**src/rtl/decaying_noise_burst_gen_defines.svh**
```systemverilog
// ---------------------------------------------------------------------------
// Decaying noise burst generator: assertion macros
// Shared property shorthands, clocked on clk, disabled during reset.
// ---------------------------------------------------------------------------
`ifndef DECAYING_NOISE_BURST_GEN_DEFINES_SVH
`define DECAYING_NOISE_BURST_GEN_DEFINES_SVH

// Same-cycle implication.
`define DNBG_ASSERT_SAME(label, ante, cons, msg) \
    label: assert property (@(posedge clk) disable iff (!rst_n) (ante) |-> (cons)) \
        else $error(msg);

// Next-cycle implication.
`define DNBG_ASSERT_NEXT(label, ante, cons, msg) \
    label: assert property (@(posedge clk) disable iff (!rst_n) (ante) |=> (cons)) \
        else $error(msg);

`endif

```
**src/rtl/dnbg_pkg.sv**
```systemverilog
// ---------------------------------------------------------------------------
// dnbg_pkg
// Types, constants and register map of the decaying noise burst generator.
// ---------------------------------------------------------------------------
package dnbg_pkg;

    localparam int MAX_LENGTH_DEF = 16384;
    localparam int LEN_W          = 15;
    localparam int DECAY_W        = 24;
    localparam int COEF_W         = 16;
    localparam int ENV_W          = 25;
    localparam int SMP_W          = 24;   // filter memories and x, y
    localparam int OUT_W          = 16;
    localparam int ADDR_W         = 4;
    localparam int DATA_W         = 32;

    localparam logic [31:0] SEED_BASE = 32'd12345;
    localparam logic [31:0] SEED_STEP = 32'd6789;
    localparam logic [31:0] LCG_MUL   = 32'd1103515245;
    localparam logic [31:0] LCG_ADD   = 32'd12345;
    localparam logic [ENV_W-1:0] ENV_ONE = 25'd16777216;

    localparam logic [LEN_W-1:0]   LENGTH_RST = 15'd11025;
    localparam logic [DECAY_W-1:0] DECAY_RST  = 24'd16773411;
    localparam logic [COEF_W-1:0]  HPC_RST    = 16'd65163;
    localparam logic [COEF_W-1:0]  LPC_RST    = 16'd11857;

    typedef enum logic [1:0] {
        REG_LENGTH = 2'd0,
        REG_DECAY  = 2'd1,
        REG_HPC    = 2'd2,
        REG_LPC    = 2'd3
    } reg_idx_t;

    typedef struct packed {
        logic [LEN_W-1:0]   length_samples;
        logic [DECAY_W-1:0] decay_factor;
        logic [COEF_W-1:0]  highpass_coeff;
        logic [COEF_W-1:0]  lowpass_coeff;
    } cfg_t;

    typedef enum logic [3:0] {
        OP_NONE,
        OP_RESTART,
        OP_MUL_SEED,
        OP_SEED_ADD,
        OP_MUL_X,
        OP_MUL_ENV,
        OP_MUL_HP,
        OP_HP_UPD,
        OP_MUL_LP,
        OP_LP_UPD
    } dp_op_t;

    typedef struct packed {
        dp_op_t op;
        logic   channel;
    } dp_cmd_t;

    typedef enum logic [3:0] {
        ST_IDLE,
        ST_SEED_MUL,
        ST_SEED_ADD,
        ST_X_MUL,
        ST_ENV_MUL,
        ST_HP_MUL,
        ST_HP_UPD,
        ST_LP_MUL,
        ST_LP_UPD,
        ST_RESULT
    } ctrl_state_t;

endpackage

```
**src/rtl/dnbg_dp.sv**
```systemverilog
// ---------------------------------------------------------------------------
// dnbg_dp
// Datapath: LCG seed, envelope, two one-pole filters, one shared multiplier.
// ---------------------------------------------------------------------------
module dnbg_dp (
    input  logic                                clk,
    input  logic                                rst_n,
    input  dnbg_pkg::dp_cmd_t                   cmd,
    input  dnbg_pkg::cfg_t                      cfg,
    output logic signed [dnbg_pkg::OUT_W-1:0]   sample
);
    import dnbg_pkg::*;

    logic [31:0]              seed_reg, seed_next;
    logic [ENV_W-1:0]         env_reg, env_next;
    logic signed [SMP_W-1:0]  x_reg, x_next;
    logic signed [SMP_W-1:0]  y_reg, y_next;
    logic signed [SMP_W-1:0]  hpm_reg, hpm_next;
    logic signed [SMP_W-1:0]  lpm_reg, lpm_next;
    logic signed [63:0]       prod_reg, prod_next;

    logic signed [31:0]       mul_a, mul_b;
    logic signed [63:0]       mul_p;
    logic signed [SMP_W-1:0]  noise;
    logic signed [SMP_W:0]    hp_diff, lp_diff, xh_diff;
    logic signed [SMP_W:0]    prod_sh16;
    logic signed [SMP_W:0]    hp_sum, lp_sum;
    logic signed [SMP_W-1:0]  y_calc;
    logic signed [SMP_W-8:0]  lpm_sh;

    // seed[31:8] - 2^23 is just the top bit flipped
    assign noise     = {~seed_reg[31], seed_reg[30:8]};
    assign hp_diff   = {hpm_reg[SMP_W-1], hpm_reg} - {x_reg[SMP_W-1], x_reg};
    assign xh_diff   = {x_reg[SMP_W-1], x_reg} - {hpm_reg[SMP_W-1], hpm_reg};
    assign y_calc    = xh_diff[SMP_W:1];
    assign lp_diff   = {lpm_reg[SMP_W-1], lpm_reg} - {y_calc[SMP_W-1], y_calc};
    assign prod_sh16 = prod_reg[SMP_W+16:16];
    assign hp_sum    = {x_reg[SMP_W-1], x_reg} + prod_sh16;
    assign lp_sum    = {y_reg[SMP_W-1], y_reg} + prod_sh16;
    assign mul_p     = mul_a * mul_b;

    always_comb
    begin
        mul_a = '0;
        mul_b = '0;
        case (cmd.op)
            OP_MUL_SEED:
            begin
                mul_a = seed_reg;
                mul_b = LCG_MUL;
            end
            OP_MUL_X:
            begin
                mul_a = 32'(noise);
                mul_b = {7'd0, env_reg};
            end
            OP_MUL_ENV:
            begin
                mul_a = {7'd0, env_reg};
                mul_b = {8'd0, cfg.decay_factor};
            end
            OP_MUL_HP:
            begin
                mul_a = 32'(hp_diff);
                mul_b = {16'd0, cfg.highpass_coeff};
            end
            OP_MUL_LP:
            begin
                mul_a = 32'(lp_diff);
                mul_b = {16'd0, cfg.lowpass_coeff};
            end
            default:
            begin
                mul_a = '0;
                mul_b = '0;
            end
        endcase
    end

    always_comb
    begin
        seed_next = seed_reg;
        env_next  = env_reg;
        x_next    = x_reg;
        y_next    = y_reg;
        hpm_next  = hpm_reg;
        lpm_next  = lpm_reg;
        prod_next = prod_reg;
        case (cmd.op)
            OP_RESTART:
            begin
                seed_next = cmd.channel ? (SEED_BASE + SEED_STEP) : SEED_BASE;
                env_next  = ENV_ONE;
            end
            OP_MUL_SEED:
            begin
                prod_next = mul_p;
            end
            OP_SEED_ADD:
            begin
                seed_next = prod_reg[31:0] + LCG_ADD;
            end
            OP_MUL_X:
            begin
                prod_next = mul_p;
            end
            OP_MUL_ENV:
            begin
                x_next    = prod_reg[SMP_W+23:24];
                prod_next = mul_p;
            end
            OP_MUL_HP:
            begin
                env_next  = prod_reg[ENV_W+23:24];
                prod_next = mul_p;
            end
            OP_HP_UPD:
            begin
                hpm_next = hp_sum[SMP_W-1:0];
            end
            OP_MUL_LP:
            begin
                y_next    = y_calc;
                prod_next = mul_p;
            end
            OP_LP_UPD:
            begin
                lpm_next = lp_sum[SMP_W-1:0];
            end
            default:
            begin
                seed_next = seed_reg;
            end
        endcase
    end

    always_ff @(posedge clk or negedge rst_n)
    begin
        if (!rst_n)
        begin
            seed_reg <= SEED_BASE;
            env_reg  <= ENV_ONE;
            hpm_reg  <= '0;
            lpm_reg  <= '0;
        end
        else
        begin
            seed_reg <= seed_next;
            env_reg  <= env_next;
            hpm_reg  <= hpm_next;
            lpm_reg  <= lpm_next;
        end
    end

    always_ff @(posedge clk)
    begin
        x_reg    <= x_next;
        y_reg    <= y_next;
        prod_reg <= prod_next;
    end

    // Q2.22 -> Q1.15 with saturation
    assign lpm_sh = lpm_reg[SMP_W-1:7];
    always_comb
    begin
        if (lpm_sh[SMP_W-8] != lpm_sh[SMP_W-9])
            sample = lpm_sh[SMP_W-8] ? 16'sh8000 : 16'sh7fff;
        else
            sample = lpm_sh[OUT_W-1:0];
    end

endmodule

```
**src/rtl/dnbg_ctrl.sv**
```systemverilog
// ---------------------------------------------------------------------------
// dnbg_ctrl
// Sequencer: burst index, per-sample step order and the output register.
// ---------------------------------------------------------------------------
module dnbg_ctrl #(
    parameter int MAX_LENGTH = dnbg_pkg::MAX_LENGTH_DEF
) (
    input  logic                               clk,
    input  logic                               rst_n,
    input  logic                               in_valid,
    output logic                               in_ready,
    input  logic                               restart,
    input  logic                               channel,
    input  logic [dnbg_pkg::LEN_W-1:0]         length_samples,
    input  logic signed [dnbg_pkg::OUT_W-1:0]  dp_sample,
    output dnbg_pkg::dp_cmd_t                  cmd,
    output logic                               out_valid,
    input  logic                               out_ready,
    output logic [dnbg_pkg::OUT_W-1:0]         out_sample,
    output logic                               out_last
);
    import dnbg_pkg::*;

    localparam int MAX_W = $clog2(MAX_LENGTH + 1);
    localparam int IDX_W = (MAX_W < LEN_W) ? MAX_W : LEN_W;
    localparam int CMP_W = (MAX_W > LEN_W) ? MAX_W : LEN_W;

    ctrl_state_t      state_reg, state_next;
    logic [IDX_W-1:0] index_reg, index_next;
    logic             silent_reg, silent_next;
    logic             oval_reg, oval_next;
    logic [OUT_W-1:0] osmp_reg, osmp_next;
    logic             olast_reg, olast_next;

    logic [CMP_W-1:0] len_wide, len_clamp;
    logic [IDX_W-1:0] len_eff;
    logic [IDX_W:0]   index_inc;
    logic             out_free;

    assign len_wide  = CMP_W'(length_samples);
    assign len_clamp = (len_wide > CMP_W'(MAX_LENGTH)) ? CMP_W'(MAX_LENGTH) : len_wide;
    assign len_eff   = len_clamp[IDX_W-1:0];
    assign index_inc = {1'b0, index_reg} + 1'b1;
    assign out_free  = !oval_reg || out_ready;

    always_comb
    begin
        state_next  = state_reg;
        index_next  = index_reg;
        silent_next = silent_reg;
        oval_next   = oval_reg && !out_ready;
        osmp_next   = osmp_reg;
        olast_next  = olast_reg;
        in_ready    = 1'b0;
        cmd.op      = OP_NONE;
        cmd.channel = channel;
        case (state_reg)
            ST_IDLE:
            begin
                in_ready = 1'b1;
                if (in_valid)
                begin
                    if (restart)
                    begin
                        cmd.op      = OP_RESTART;
                        index_next  = '0;
                        silent_next = (len_eff == '0);
                    end
                    else
                    begin
                        silent_next = (index_reg >= len_eff);
                    end
                    state_next = (silent_next) ? ST_RESULT : ST_SEED_MUL;
                end
            end
            ST_SEED_MUL:
            begin
                cmd.op     = OP_MUL_SEED;
                state_next = ST_SEED_ADD;
            end
            ST_SEED_ADD:
            begin
                cmd.op     = OP_SEED_ADD;
                state_next = ST_X_MUL;
            end
            ST_X_MUL:
            begin
                cmd.op     = OP_MUL_X;
                state_next = ST_ENV_MUL;
            end
            ST_ENV_MUL:
            begin
                cmd.op     = OP_MUL_ENV;
                state_next = ST_HP_MUL;
            end
            ST_HP_MUL:
            begin
                cmd.op     = OP_MUL_HP;
                state_next = ST_HP_UPD;
            end
            ST_HP_UPD:
            begin
                cmd.op     = OP_HP_UPD;
                state_next = ST_LP_MUL;
            end
            ST_LP_MUL:
            begin
                cmd.op     = OP_MUL_LP;
                state_next = ST_LP_UPD;
            end
            ST_LP_UPD:
            begin
                cmd.op     = OP_LP_UPD;
                state_next = ST_RESULT;
            end
            ST_RESULT:
            begin
                // wait here until the previous beat has left
                if (out_free)
                begin
                    oval_next  = 1'b1;
                    state_next = ST_IDLE;
                    if (silent_reg)
                    begin
                        osmp_next  = '0;
                        olast_next = 1'b0;
                    end
                    else
                    begin
                        osmp_next  = dp_sample;
                        olast_next = (index_inc == {1'b0, len_eff});
                        index_next = index_inc[IDX_W-1:0];
                    end
                end
            end
            default:
            begin
                state_next = ST_IDLE;
            end
        endcase
    end

    always_ff @(posedge clk or negedge rst_n)
    begin
        if (!rst_n)
        begin
            state_reg  <= ST_IDLE;
            index_reg  <= '0;
            silent_reg <= 1'b0;
            oval_reg   <= 1'b0;
        end
        else
        begin
            state_reg  <= state_next;
            index_reg  <= index_next;
            silent_reg <= silent_next;
            oval_reg   <= oval_next;
        end
    end

    always_ff @(posedge clk)
    begin
        osmp_reg  <= osmp_next;
        olast_reg <= olast_next;
    end

    assign out_valid  = oval_reg;
    assign out_sample = osmp_reg;
    assign out_last   = olast_reg;

endmodule

```
**src/rtl/decaying_noise_burst_gen.sv**
```systemverilog
// A sample beat steps through the states SEED_MUL, SEED_ADD, X_MUL, ENV_MUL,
// HP_MUL, HP_UPD, LP_MUL, LP_UPD and RESULT before it appears; a beat past the
// end of the burst (zero sample) goes from IDLE straight to RESULT, which waits
// while the last output beat is not taken. A new item is accepted only once the
// last one is through; the single shared 32x32 multiplier is stepped by the sequencer through 5 products per sample.
// Reset: async active low; registers take their defaults, seed 12345,
// envelope 1.0, filters cleared, so a channel 0 burst is ready to run.
// ---------------------------------------------------------------------------
// decaying_noise_burst_gen
// LCG noise times decaying envelope, high-pass then low-pass, APB registers.
// ---------------------------------------------------------------------------
`include "decaying_noise_burst_gen_defines.svh"

module decaying_noise_burst_gen #(
    parameter int MAX_LENGTH = dnbg_pkg::MAX_LENGTH_DEF
) (
    input  logic                          clk,
    input  logic                          rst_n,
    // input stream
    input  logic                          s_tvalid,
    output logic                          s_tready,
    input  logic [7:0]                    s_tdata,   // [0] channel
    input  logic                          s_tuser,   // [0] restart
    // output stream
    output logic                          m_tvalid,
    input  logic                          m_tready,
    output logic [15:0]                   m_tdata,   // [15:0] sample
    output logic                          m_tlast,
    // register port
    input  logic                          psel,
    input  logic                          penable,
    input  logic                          pwrite,
    input  logic [dnbg_pkg::ADDR_W-1:0]   paddr,
    input  logic [dnbg_pkg::DATA_W-1:0]   pwdata,
    output logic [dnbg_pkg::DATA_W-1:0]   prdata,
    output logic                          pready
);
    import dnbg_pkg::*;

    cfg_t     cfg_reg, cfg_next;
    reg_idx_t reg_sel;
    logic     wr_en;
    dp_cmd_t  cmd;
    logic signed [OUT_W-1:0] dp_sample;

    assign pready  = 1'b1;
    assign reg_sel = reg_idx_t'(paddr[3:2]);
    assign wr_en   = psel && penable && pwrite && pready;

    always_comb
    begin
        cfg_next = cfg_reg;
        if (wr_en)
        begin
            case (reg_sel)
                REG_LENGTH: cfg_next.length_samples = pwdata[LEN_W-1:0];
                REG_DECAY:  cfg_next.decay_factor   = pwdata[DECAY_W-1:0];
                REG_HPC:    cfg_next.highpass_coeff = pwdata[COEF_W-1:0];
                REG_LPC:    cfg_next.lowpass_coeff  = pwdata[COEF_W-1:0];
                default:    cfg_next = cfg_reg;
            endcase
        end
    end

    always_comb
    begin
        case (reg_sel)
            REG_LENGTH: prdata = DATA_W'(cfg_reg.length_samples);
            REG_DECAY:  prdata = DATA_W'(cfg_reg.decay_factor);
            REG_HPC:    prdata = DATA_W'(cfg_reg.highpass_coeff);
            REG_LPC:    prdata = DATA_W'(cfg_reg.lowpass_coeff);
            default:    prdata = '0;
        endcase
    end

    always_ff @(posedge clk or negedge rst_n)
    begin
        if (!rst_n)
        begin
            cfg_reg.length_samples <= LENGTH_RST;
            cfg_reg.decay_factor   <= DECAY_RST;
            cfg_reg.highpass_coeff <= HPC_RST;
            cfg_reg.lowpass_coeff  <= LPC_RST;
        end
        else
        begin
            cfg_reg <= cfg_next;
        end
    end

    dnbg_ctrl #(
        .MAX_LENGTH (MAX_LENGTH)
    ) u_ctrl (
        .clk            (clk),
        .rst_n          (rst_n),
        .in_valid       (s_tvalid),
        .in_ready       (s_tready),
        .restart        (s_tuser),
        .channel        (s_tdata[0]),
        .length_samples (cfg_reg.length_samples),
        .dp_sample      (dp_sample),
        .cmd            (cmd),
        .out_valid      (m_tvalid),
        .out_ready      (m_tready),
        .out_sample     (m_tdata),
        .out_last       (m_tlast)
    );

    dnbg_dp u_dp (
        .clk    (clk),
        .rst_n  (rst_n),
        .cmd    (cmd),
        .cfg    (cfg_reg),
        .sample (dp_sample)
    );

    // only one item is in work at a time
    `DNBG_ASSERT_NEXT(a_one_in_flight, s_tvalid && s_tready, !s_tready,
        "input accepted while an item is still in work")
    `DNBG_ASSERT_NEXT(a_decay_write, wr_en && (reg_sel == REG_DECAY),
        cfg_reg.decay_factor == $past(pwdata[DECAY_W-1:0]),
        "decay register write lost")

endmodule

```
**config.mk**
```make
export PLATFORM = sky130hd
export DESIGN_NAME = decaying_noise_burst_gen
export DESIGN_NICKNAME = d
export VERILOG_FILES = /design/src/rtl/dnbg_pkg.sv /design/src/rtl/dnbg_dp.sv /design/src/rtl/dnbg_ctrl.sv /design/src/rtl/decaying_noise_burst_gen.sv
export VERILOG_INCLUDE_DIRS = /design/src /design/src/rtl
export SDC_FILE = /design/constraint.sdc
export NUM_CORES = 2
export LEC_CHECK = 0
export ABC_CLOCK_PERIOD_IN_PS = 11650
export BUFFER_PORTS_ARGS = -buffer_cell sky130_fd_sc_hd__clkbuf_2
export CORE_MARGIN = 8
export CORE_UTILIZATION = 42
export DETAILED_ROUTE_END_ITERATION = 10
export PLACE_DENSITY_LB_ADDON = 0.2
export SYNTH_ARGS = -nofsm -noshare
export SYNTH_HDL_FRONTEND = slang
export SYNTH_SLANG_ARGS = --single-unit
```
**constraint.sdc**
```tcl
create_clock -name clk -period 11.65 [get_ports clk]
set_input_delay 1.165 -clock clk [delete_from_list [all_inputs] [get_ports clk]]
set_output_delay 1.165 -clock clk [all_outputs]
set_load 0.02 [all_outputs]
```
# [After elaboration in Yosys (flattened, before gate mapping)]
# Index checks and enable logic that the tools add are counted.
[op_classes] addsub=7 multipliers=1 magnitude_cmp=2 n_eq_ne=27 muxes=27 bitwise=1 reduce_logical=21
[op_table] operator="32-bit one-hot mux with 5 select lines" count=1
[op_table] operator="31-bit one-hot mux with 5 select lines" count=1
[op_table] operator="32-bit one-hot mux with 4 select lines" count=1
[op_table] operator="15-bit two-way mux" count=6
[op_table] operator="24-bit by 24-bit subtractor with 25-bit output" count=3
[op_table] operator="32-bit one-hot mux with 2 select lines" count=1
[op_table] operator="25-bit one-hot mux with 2 select lines" count=1
[op_table] operator="32-bit by 32-bit multiplier with 49-bit output" count=1
[op_table] operator="24-bit adder" count=2
[op_table] operator="4-bit one-hot mux with 10 select lines" count=1
[op_table] operator="4-bit one-hot mux with 9 select lines" count=1
[op_table] operator="32-bit by 14-bit adder with 32-bit output (second input constant)" count=1
[op_table] operator="4-bit by 3-bit equality test with 1-bit output (second input constant)" count=8
[op_table] operator="16-bit two-way mux" count=2
[op_table] operator="15-bit one-hot mux with 2 select lines" count=1
[op_table] operator="15-bit by 1-bit adder with 16-bit output (second input constant)" count=1
[op_table] operator="16-bit by 15-bit equality test with 1-bit output" count=1
[op_table] operator="4-bit by 2-bit equality test with 1-bit output (second input constant)" count=4
[op_table] operator="4-bit equality test (second input constant)" count=4
[op_table] operator="4-bit two-way mux" count=4
[op_table] operator="15-bit greater-or-equal comparator" count=1
[op_table] operator="15-bit greater-than comparator (second input constant)" count=1
[op_table] operator="15-bit zero test" count=1
[op_table] operator="2-bit AND reduction" count=7
[op_table] operator="other kinds (16)" count=31
[word_totals] ff_bits=311 word_cells=103

# [Depth between registers and ports, before layout]
[depth] word_depth=9 depth_mapped=53

# [By module]
# From an unflattened synthesis, not the netlist that was laid out.
[unflattened] hier_cells=4998 hier_area_um2=46253.1
[by_module_without_submodules] mod="dnbg_dp" n_inst=1 cells_each=4509 area_each_um2=40312.4
[by_module_without_submodules] mod="decaying_noise_burst_gen" n_inst=1 cells_each=195 area_each_um2=3285.7
[by_module_without_submodules] mod="dnbg_ctrl" n_inst=1 cells_each=294 area_each_um2=2655.0

# [Least setup slack after synthesis]
# OpenSTA, ideal clock, no wires.
[synth_path] path_type="register -> register" start="register u_dp.hpm_reg[0]" end="register u_dp.prod_reg[48], data pin" t_arrival_ps=11818 required_ps=11382 path_slack_ps=-435 path_stages_with_launch=47 n_path_buf=1 synth_period_minus_slack_ps=12085 cell_sequence="dfrtp_1 -> ha_1 -> fa_1 -> nor2b_1 -> o21ai_1 -> a21boi_0 -> o21ai_0 -> a21boi_1 -> o2111ai_1 -> and4_1 -> or3_1 -> xnor2_1 -> ha_1 -> and3_1 -> o211a_1 -> a221oi_1 -> o21bai_1 -> a21oi_1 -> [11 not listed] -> fa_1 -> inv_1 -> fa_1 -> inv_1 -> fa_1 -> inv_1 -> fa_1 -> inv_1 -> ha_1 -> a2111oi_0 -> a22oi_1 -> a221oi_2 -> a211oi_1 -> a211o_1 -> a311o_1 -> a221o_1 -> a21oi_2 -> xnor3_1"
[synth_via] elab_chain_cells=4
[synth_rtl] item="start, declared" line_no="dnbg_dp.sv:18" text="logic signed [SMP_W-1:0] hpm_reg, hpm_next;"
[synth_rtl] item="start signal, assigned" line_no="dnbg_dp.sv:150" text="hpm_reg <= hpm_next;"
[synth_rtl] item="24-bit by 24-bit subtractor with 25-bit output" line_no="dnbg_dp.sv:34" text="assign xh_diff = {x_reg[SMP_W-1], x_reg} - {hpm_reg[SMP_W-1], hpm_reg};"
[synth_rtl] item="24-bit by 24-bit subtractor with 25-bit output" line_no="dnbg_dp.sv:36" text="assign lp_diff = {lpm_reg[SMP_W-1], lpm_reg} - {y_calc[SMP_W-1], y_calc};"
[synth_rtl] item="32-bit one-hot mux with 5 select lines (*)" line_no="dnbg_dp.sv:46" text="case (cmd.op)"
[synth_rtl] item="32-bit by 32-bit multiplier with 49-bit output (*)" line_no="dnbg_dp.sv:40" text="assign mul_p = mul_a * mul_b;"
[synth_rtl] item="named net u_dp.mul_p[48]" line_no="dnbg_dp.sv:23" text="logic signed [63:0] mul_p;"
[synth_rtl] item="end signal, assigned" line_no="dnbg_dp.sv:159" text="prod_reg <= prod_next;"
[synth_rtl] item="end, declared" line_no="dnbg_dp.sv:20" text="logic signed [63:0] prod_reg, prod_next;"
# The timed path passes the listed nets; every way through them passes the cells marked *.
# A chain may end at the register's enable or synchronous reset.

# [Worst setup path after layout]
[layout_path] start="register u_dp.x_reg[0]" end="register u_dp.prod_reg[48], data pin"
[layout_via] elab_chain_cells=4
[layout_rtl] item="start, declared" line_no="dnbg_dp.sv:16" text="logic signed [SMP_W-1:0] x_reg, x_next;"
[layout_rtl] item="start signal, assigned" line_no="dnbg_dp.sv:157" text="x_reg <= x_next;"
[layout_rtl] item="24-bit by 24-bit subtractor with 25-bit output" line_no="dnbg_dp.sv:34"
[layout_rtl] item="24-bit by 24-bit subtractor with 25-bit output" line_no="dnbg_dp.sv:36"
[layout_rtl] item="32-bit one-hot mux with 5 select lines (*)" line_no="dnbg_dp.sv:46"
[layout_rtl] item="32-bit by 32-bit multiplier with 49-bit output (*)" line_no="dnbg_dp.sv:40"
[layout_rtl] item="named net u_dp.mul_p[48]" line_no="dnbg_dp.sv:23"
# Marked as above.

==> run_summary.xml <==
<?xml version="1.0" encoding="UTF-8"?>
<metrics>
  <group name="route">
    <metric name="routedWlPerCell" unit="µm">23.9</metric>
    <metric name="initialDrtViolationCount" unit="">3311</metric>
    <metric name="detail_route.drc_violations" unit="">0</metric>
    <metric name="drt_wl_total" unit="µm">171000</metric>
    <metric name="post_drt_via_cell_ratio" unit="">5.46</metric>
    <metric name="ant_nets" unit="">0</metric>
    <metric name="drt_pass1_iterations" unit="">6</metric>
    <metric name="route.vias.total" unit="">39100</metric>
  </group>
  <group name="global_route">
    <metric name="first_global_vias" unit="">39800</metric>
    <metric name="antenna_violations_before_repair" unit="">11</metric>
    <metric name="grt_first_pass_wirelength" unit="µm">256000</metric>
    <metric name="gr_overflow_total" unit="">0</metric>
    <metric name="grt_max_degree" unit="">74</metric>
    <metric name="globalRouteTotalUtil" unit="%">27.9</metric>
  </group>
  <group name="finish">
    <metric name="final_net_count" unit="">6767</metric>
    <metric name="synthToLayoutAreaGrowth" unit="%">18.2</metric>
    <metric name="proportion_of_layout_cells_with_a_drive_suffix_above_1" unit="%">18.9</metric>
    <metric name="layoutNonFillerInstCount" unit="">7160</metric>
    <metric name="register_area" unit="µm²">8410</metric>
    <metric name="multi_input_area" unit="µm²">34500</metric>
    <metric name="final.fill_count" unit="">10400</metric>
    <metric name="largest_reg_flops" unit="">71</metric>
  </group>
  <group name="run">
    <metric name="drv_cap" unit="">0</metric>
  </group>
  <group name="setup_path">
    <metric name="setup.worst_path.start_class" unit="">register</metric>
    <metric name="cp_peak_stage_delay" unit="ns">0.55</metric>
    <metric name="endpoint_kind" unit="">register</metric>
    <metric name="worst-r2r-setup-slack" unit="ns">-0.40</metric>
    <metric name="cp-startpoint" unit="">u_dp.x_reg[0]</metric>
    <metric name="path_common_cell" unit="">sky130_fd_sc_hd__fa_1</metric>
    <metric name="timing.rr.start" unit="">u_dp.x_reg[0]</metric>
    <metric name="crit_fanout" unit="">3</metric>
    <metric name="worstPathRequired" unit="ns">11.96</metric>
    <metric name="criticalPathCategory" unit="">reg -&gt; reg</metric>
    <metric name="worstPathArrival" unit="ns">12.36</metric>
    <metric name="critical-path-slowest-cell" unit="">sky130_fd_sc_hd__fa_1</metric>
    <metric name="timing.rr.end" unit="">u_dp.prod_reg[48]</metric>
    <metric name="worstSetupEndpoint" unit="">u_dp.prod_reg[48]</metric>
    <metric name="reg2regPathDepth" unit="">51</metric>
  </group>
  <group name="logic_synthesis">
    <metric name="synth-edff-count" unit="">114</metric>
    <metric name="post_synth_and_or_nand_nor_area_fraction" unit="%">13.6</metric>
    <metric name="synth_top_area_cell" unit="">sky130_fd_sc_hd__fa_1</metric>
    <metric name="netlist_area_before_placement" unit="µm²">46600</metric>
    <metric name="syn-mean-instance-area" unit="µm²">9.03</metric>
    <metric name="synth_top_family_by_area" unit="">adder cells</metric>
    <metric name="synth_seq_area_share" unit="%">18.1</metric>
    <metric name="compound_gate_fraction_of_synth_area" unit="%">10.5</metric>
    <metric name="fraction_of_registers_with_async_set_reset" unit="%">63.3</metric>
    <metric name="synth-warning-count" unit="">0</metric>
    <metric name="synth-seq-cells" unit="">311</metric>
    <metric name="synth_top_area_share" unit="%">32.0</metric>
    <metric name="ys_top_cells_by_area" unit="">sky130_fd_sc_hd__fa_1, sky130_fd_sc_hd__ha_1, sky130_fd_sc_hd__inv_1</metric>
    <metric name="synthXorXnorAreaFrac" unit="%">4.05</metric>
    <metric name="yosys-mux-area-fraction" unit="%">2.60</metric>
    <metric name="postSynthCellCount" unit="">5159</metric>
    <metric name="postSynth.topFlopCell" unit="">sky130_fd_sc_hd__dfrtp_1</metric>
    <metric name="synth-adder-area-share" unit="%">41.0</metric>
    <metric name="synth_cell_types" unit="">82</metric>
  </group>
  <group name="outcome">
    <metric name="failing_checks" unit="">setup timing</metric>
    <metric name="status" unit="">complete, but fails checks</metric>
  </group>
  <group name="floorplanning">
    <metric name="die_height" unit="µm">349</metric>
    <metric name="initial_core_util" unit="%">42.2</metric>
    <metric name="chipWidth" unit="µm">349</metric>
    <metric name="io_pins" unit="">104</metric>
    <metric name="core_area" unit="µm²">110000</metric>
    <metric name="floorplan.die_area" unit="µm²">122000</metric>
    <metric name="row_count" unit="">122</metric>
  </group>
  <group name="timing">
    <metric name="final-max-slew-violation-count" unit="">0</metric>
    <metric name="hold_violations" unit="">0</metric>
    <metric name="max_freq" unit="MHz">83.0</metric>
    <metric name="setup_repair_after_global_routing_missed_its_margin" unit="">yes</metric>
    <metric name="worst-slew-pin-transition" unit="ns">1.39</metric>
    <metric name="holdWs" unit="ns">0.481</metric>
    <metric name="final_critical_path_setup_slack" unit="ns">-0.402</metric>
    <metric name="worst_slew_margin_rel" unit="%">4.73</metric>
    <metric name="fin_worst_skew" unit="ns">0.0360</metric>
    <metric name="finalCriticalPeriod" unit="ns">12.05</metric>
    <metric name="timing.final.setup_violations" unit="">10</metric>
    <metric name="fin_setup_tns" unit="ns">-1.64</metric>
    <metric name="final.period_utilization" unit="%">103</metric>
  </group>
  <group name="clock_tree">
    <metric name="cts_made_buffers" unit="">39</metric>
    <metric name="path_clk_slew" unit="ns">0.06</metric>
    <metric name="clock_tree_from_tritoncts" unit="">built</metric>
    <metric name="clock_latency" unit="ns">0.59</metric>
    <metric name="postCtsHoldBufs" unit="">0</metric>
    <metric name="cts.sinks" unit="">311</metric>
    <metric name="cts_max_path_buffers" unit="">3</metric>
    <metric name="cts.htree.levels" unit="">2</metric>
    <metric name="ctsRootBufferMaster" unit="">sky130_fd_sc_hd__clkbuf_16</metric>
  </group>
  <group name="min_path">
    <metric name="worstHoldPathType" unit="">reg -&gt; reg</metric>
  </group>
  <group name="placement">
    <metric name="port_buffers" unit="">77</metric>
    <metric name="detailed_placement_hpwl" unit="µm">141000</metric>
    <metric name="placement.setup.worst_slack" unit="ns">-1.16</metric>
    <metric name="place_congestion" unit="">1.02</metric>
    <metric name="place.detailed.instances" unit="">7044</metric>
  </group>
</metrics>
cell families after synthesis:
| kind of cell | after synthesis |
|---|---|
| XOR/XNOR | 214 |
| multiplexers | 93 |
| adder cells (fa/ha/maj) | 1079 |
| flip-flops | 311 |
| buffers and inverters | 1257 |
| AND/OR/NAND/NOR | 1463 |
| AO/OA/AOI/OAI | 740 |
| other | 2 |
layout by cell type, fill, tap and decap left out, types with 31 or more instances in the layout:
master,count
sky130_fd_sc_hd__nor2_1,396
sky130_fd_sc_hd__clkbuf_2,76
sky130_fd_sc_hd__xnor2_1,137
sky130_fd_sc_hd__and3_1,52
sky130_fd_sc_hd__buf_4,534
sky130_fd_sc_hd__dfstp_2,47
sky130_fd_sc_hd__a21oi_1,150
sky130_fd_sc_hd__nand4_1,31
sky130_fd_sc_hd__clkbuf_16,41
sky130_fd_sc_hd__a21o_1,74
sky130_fd_sc_hd__xor2_1,65
sky130_fd_sc_hd__ha_1,314
sky130_fd_sc_hd__nand2_1,648
sky130_fd_sc_hd__inv_1,999
sky130_fd_sc_hd__edfxtp_1,114
sky130_fd_sc_hd__o21ai_0,152
sky130_fd_sc_hd__fa_1,728
sky130_fd_sc_hd__dfrtp_1,150
sky130_fd_sc_hd__nand3_1,105
sky130_fd_sc_hd__mux2_2,74
metrics by stage:
step	utilization (%)	area, µm²
after detailed placement	47.5	52500
after floorplan	-	46700
after global routing	49.9	55000
after global placement	47.5	52500
final	49.9	55100
after CTS	49.3	54400
synthesized netlist by cell type (11+ instances only):
master / number
sky130_fd_sc_hd__and2_1: 29
sky130_fd_sc_hd__xnor2_1: 145
sky130_fd_sc_hd__fa_1: 745
sky130_fd_sc_hd__a221o_1: 22
sky130_fd_sc_hd__nor2_1: 414
sky130_fd_sc_hd__clkbuf_1: 197
sky130_fd_sc_hd__a211oi_1: 22
sky130_fd_sc_hd__inv_1: 1027
sky130_fd_sc_hd__nor2b_1: 27
sky130_fd_sc_hd__o211ai_1: 25
sky130_fd_sc_hd__nand3_1: 107
sky130_fd_sc_hd__a21o_1: 74
sky130_fd_sc_hd__edfxtp_1: 114
sky130_fd_sc_hd__ha_1: 334
sky130_fd_sc_hd__o21bai_1: 31
sky130_fd_sc_hd__nand4_1: 31
sky130_fd_sc_hd__dfstp_2: 47
sky130_fd_sc_hd__o21a_1: 24
sky130_fd_sc_hd__o21ai_0: 167
sky130_fd_sc_hd__nand2b_1: 28
sky130_fd_sc_hd__a221oi_1: 21
sky130_fd_sc_hd__xor2_1: 68
sky130_fd_sc_hd__a21boi_0: 11
sky130_fd_sc_hd__o31ai_1: 22
sky130_fd_sc_hd__or3_1: 16
sky130_fd_sc_hd__a21oi_1: 178
sky130_fd_sc_hd__mux4_2: 15
sky130_fd_sc_hd__nor3_1: 36
sky130_fd_sc_hd__dfrtp_1: 150
sky130_fd_sc_hd__a31oi_1: 28
sky130_fd_sc_hd__and3_1: 56
sky130_fd_sc_hd__a22oi_1: 31
sky130_fd_sc_hd__nand2_1: 663
sky130_fd_sc_hd__mux2_2: 74
sky130_fd_sc_hd__or2_2: 12
sky130_fd_sc_hd__buf_1: 18
what timing repair did:
action	in CTS	in global routing
endpoints found under the setup margin	21	29
pin swaps	67	105
buffers inserted	20	24
resized for setup	107	147
cloned	0	0
metal layers:
metal  GRT usage, %  share of wire (%)
met5              0             0.0076
met4           12.2                5.3
met3           4.89                8.1
met2           43.2                 44
met1           38.5                 42
worst max-delay path: cells and delay by family (launching register included):
family,cells,cell delay [ns]
xor gates and xnor gates,3,0.63
adders and majority gates,12,5.09
buffers and inverters,10,1.20
DFF,1,0.34
and+or+nand+nor,7,0.95
AOI/OAI and AO/OA,19,3.55
how the worst min path moves through the flow:
| stage | cells after the start | startpoint | slack, ns | endpoint |
|---|---|---|---|---|
| after floorplan | 2 | u_dp.prod_reg[48] | 0.42 | u_dp.env_reg[24] |
| after global placement | 1 | u_dp.prod_reg[0] | 0.46 | u_dp.seed_reg[0] |
| after detailed placement | 1 | u_dp.prod_reg[0] | 0.46 | u_dp.seed_reg[0] |
| after CTS | 1 | u_dp.prod_reg[0] | 0.47 | u_dp.seed_reg[0] |
| after global routing | 1 | u_dp.prod_reg[0] | 0.49 | u_dp.seed_reg[0] |
| final | 1 | u_dp.prod_reg[0] | 0.48 | u_dp.seed_reg[0] |
area by class of cell:
cell class | count | area share [%]
multi-input cells | 3598 | 62.6
flip-flops and latches | 311 | 15.3
repair buffers | 658 | 9.32
inverters | 1028 | 7.02
well taps | 1488 | 3.38
clock buffers | 55 | 1.96
clock inverters | 17 | 0.407
diodes | 5 | 0.0227
Power is left out: the tool's default activity adds up to more than one toggle a clock period on the data nets, which glitch-free logic cannot reach.
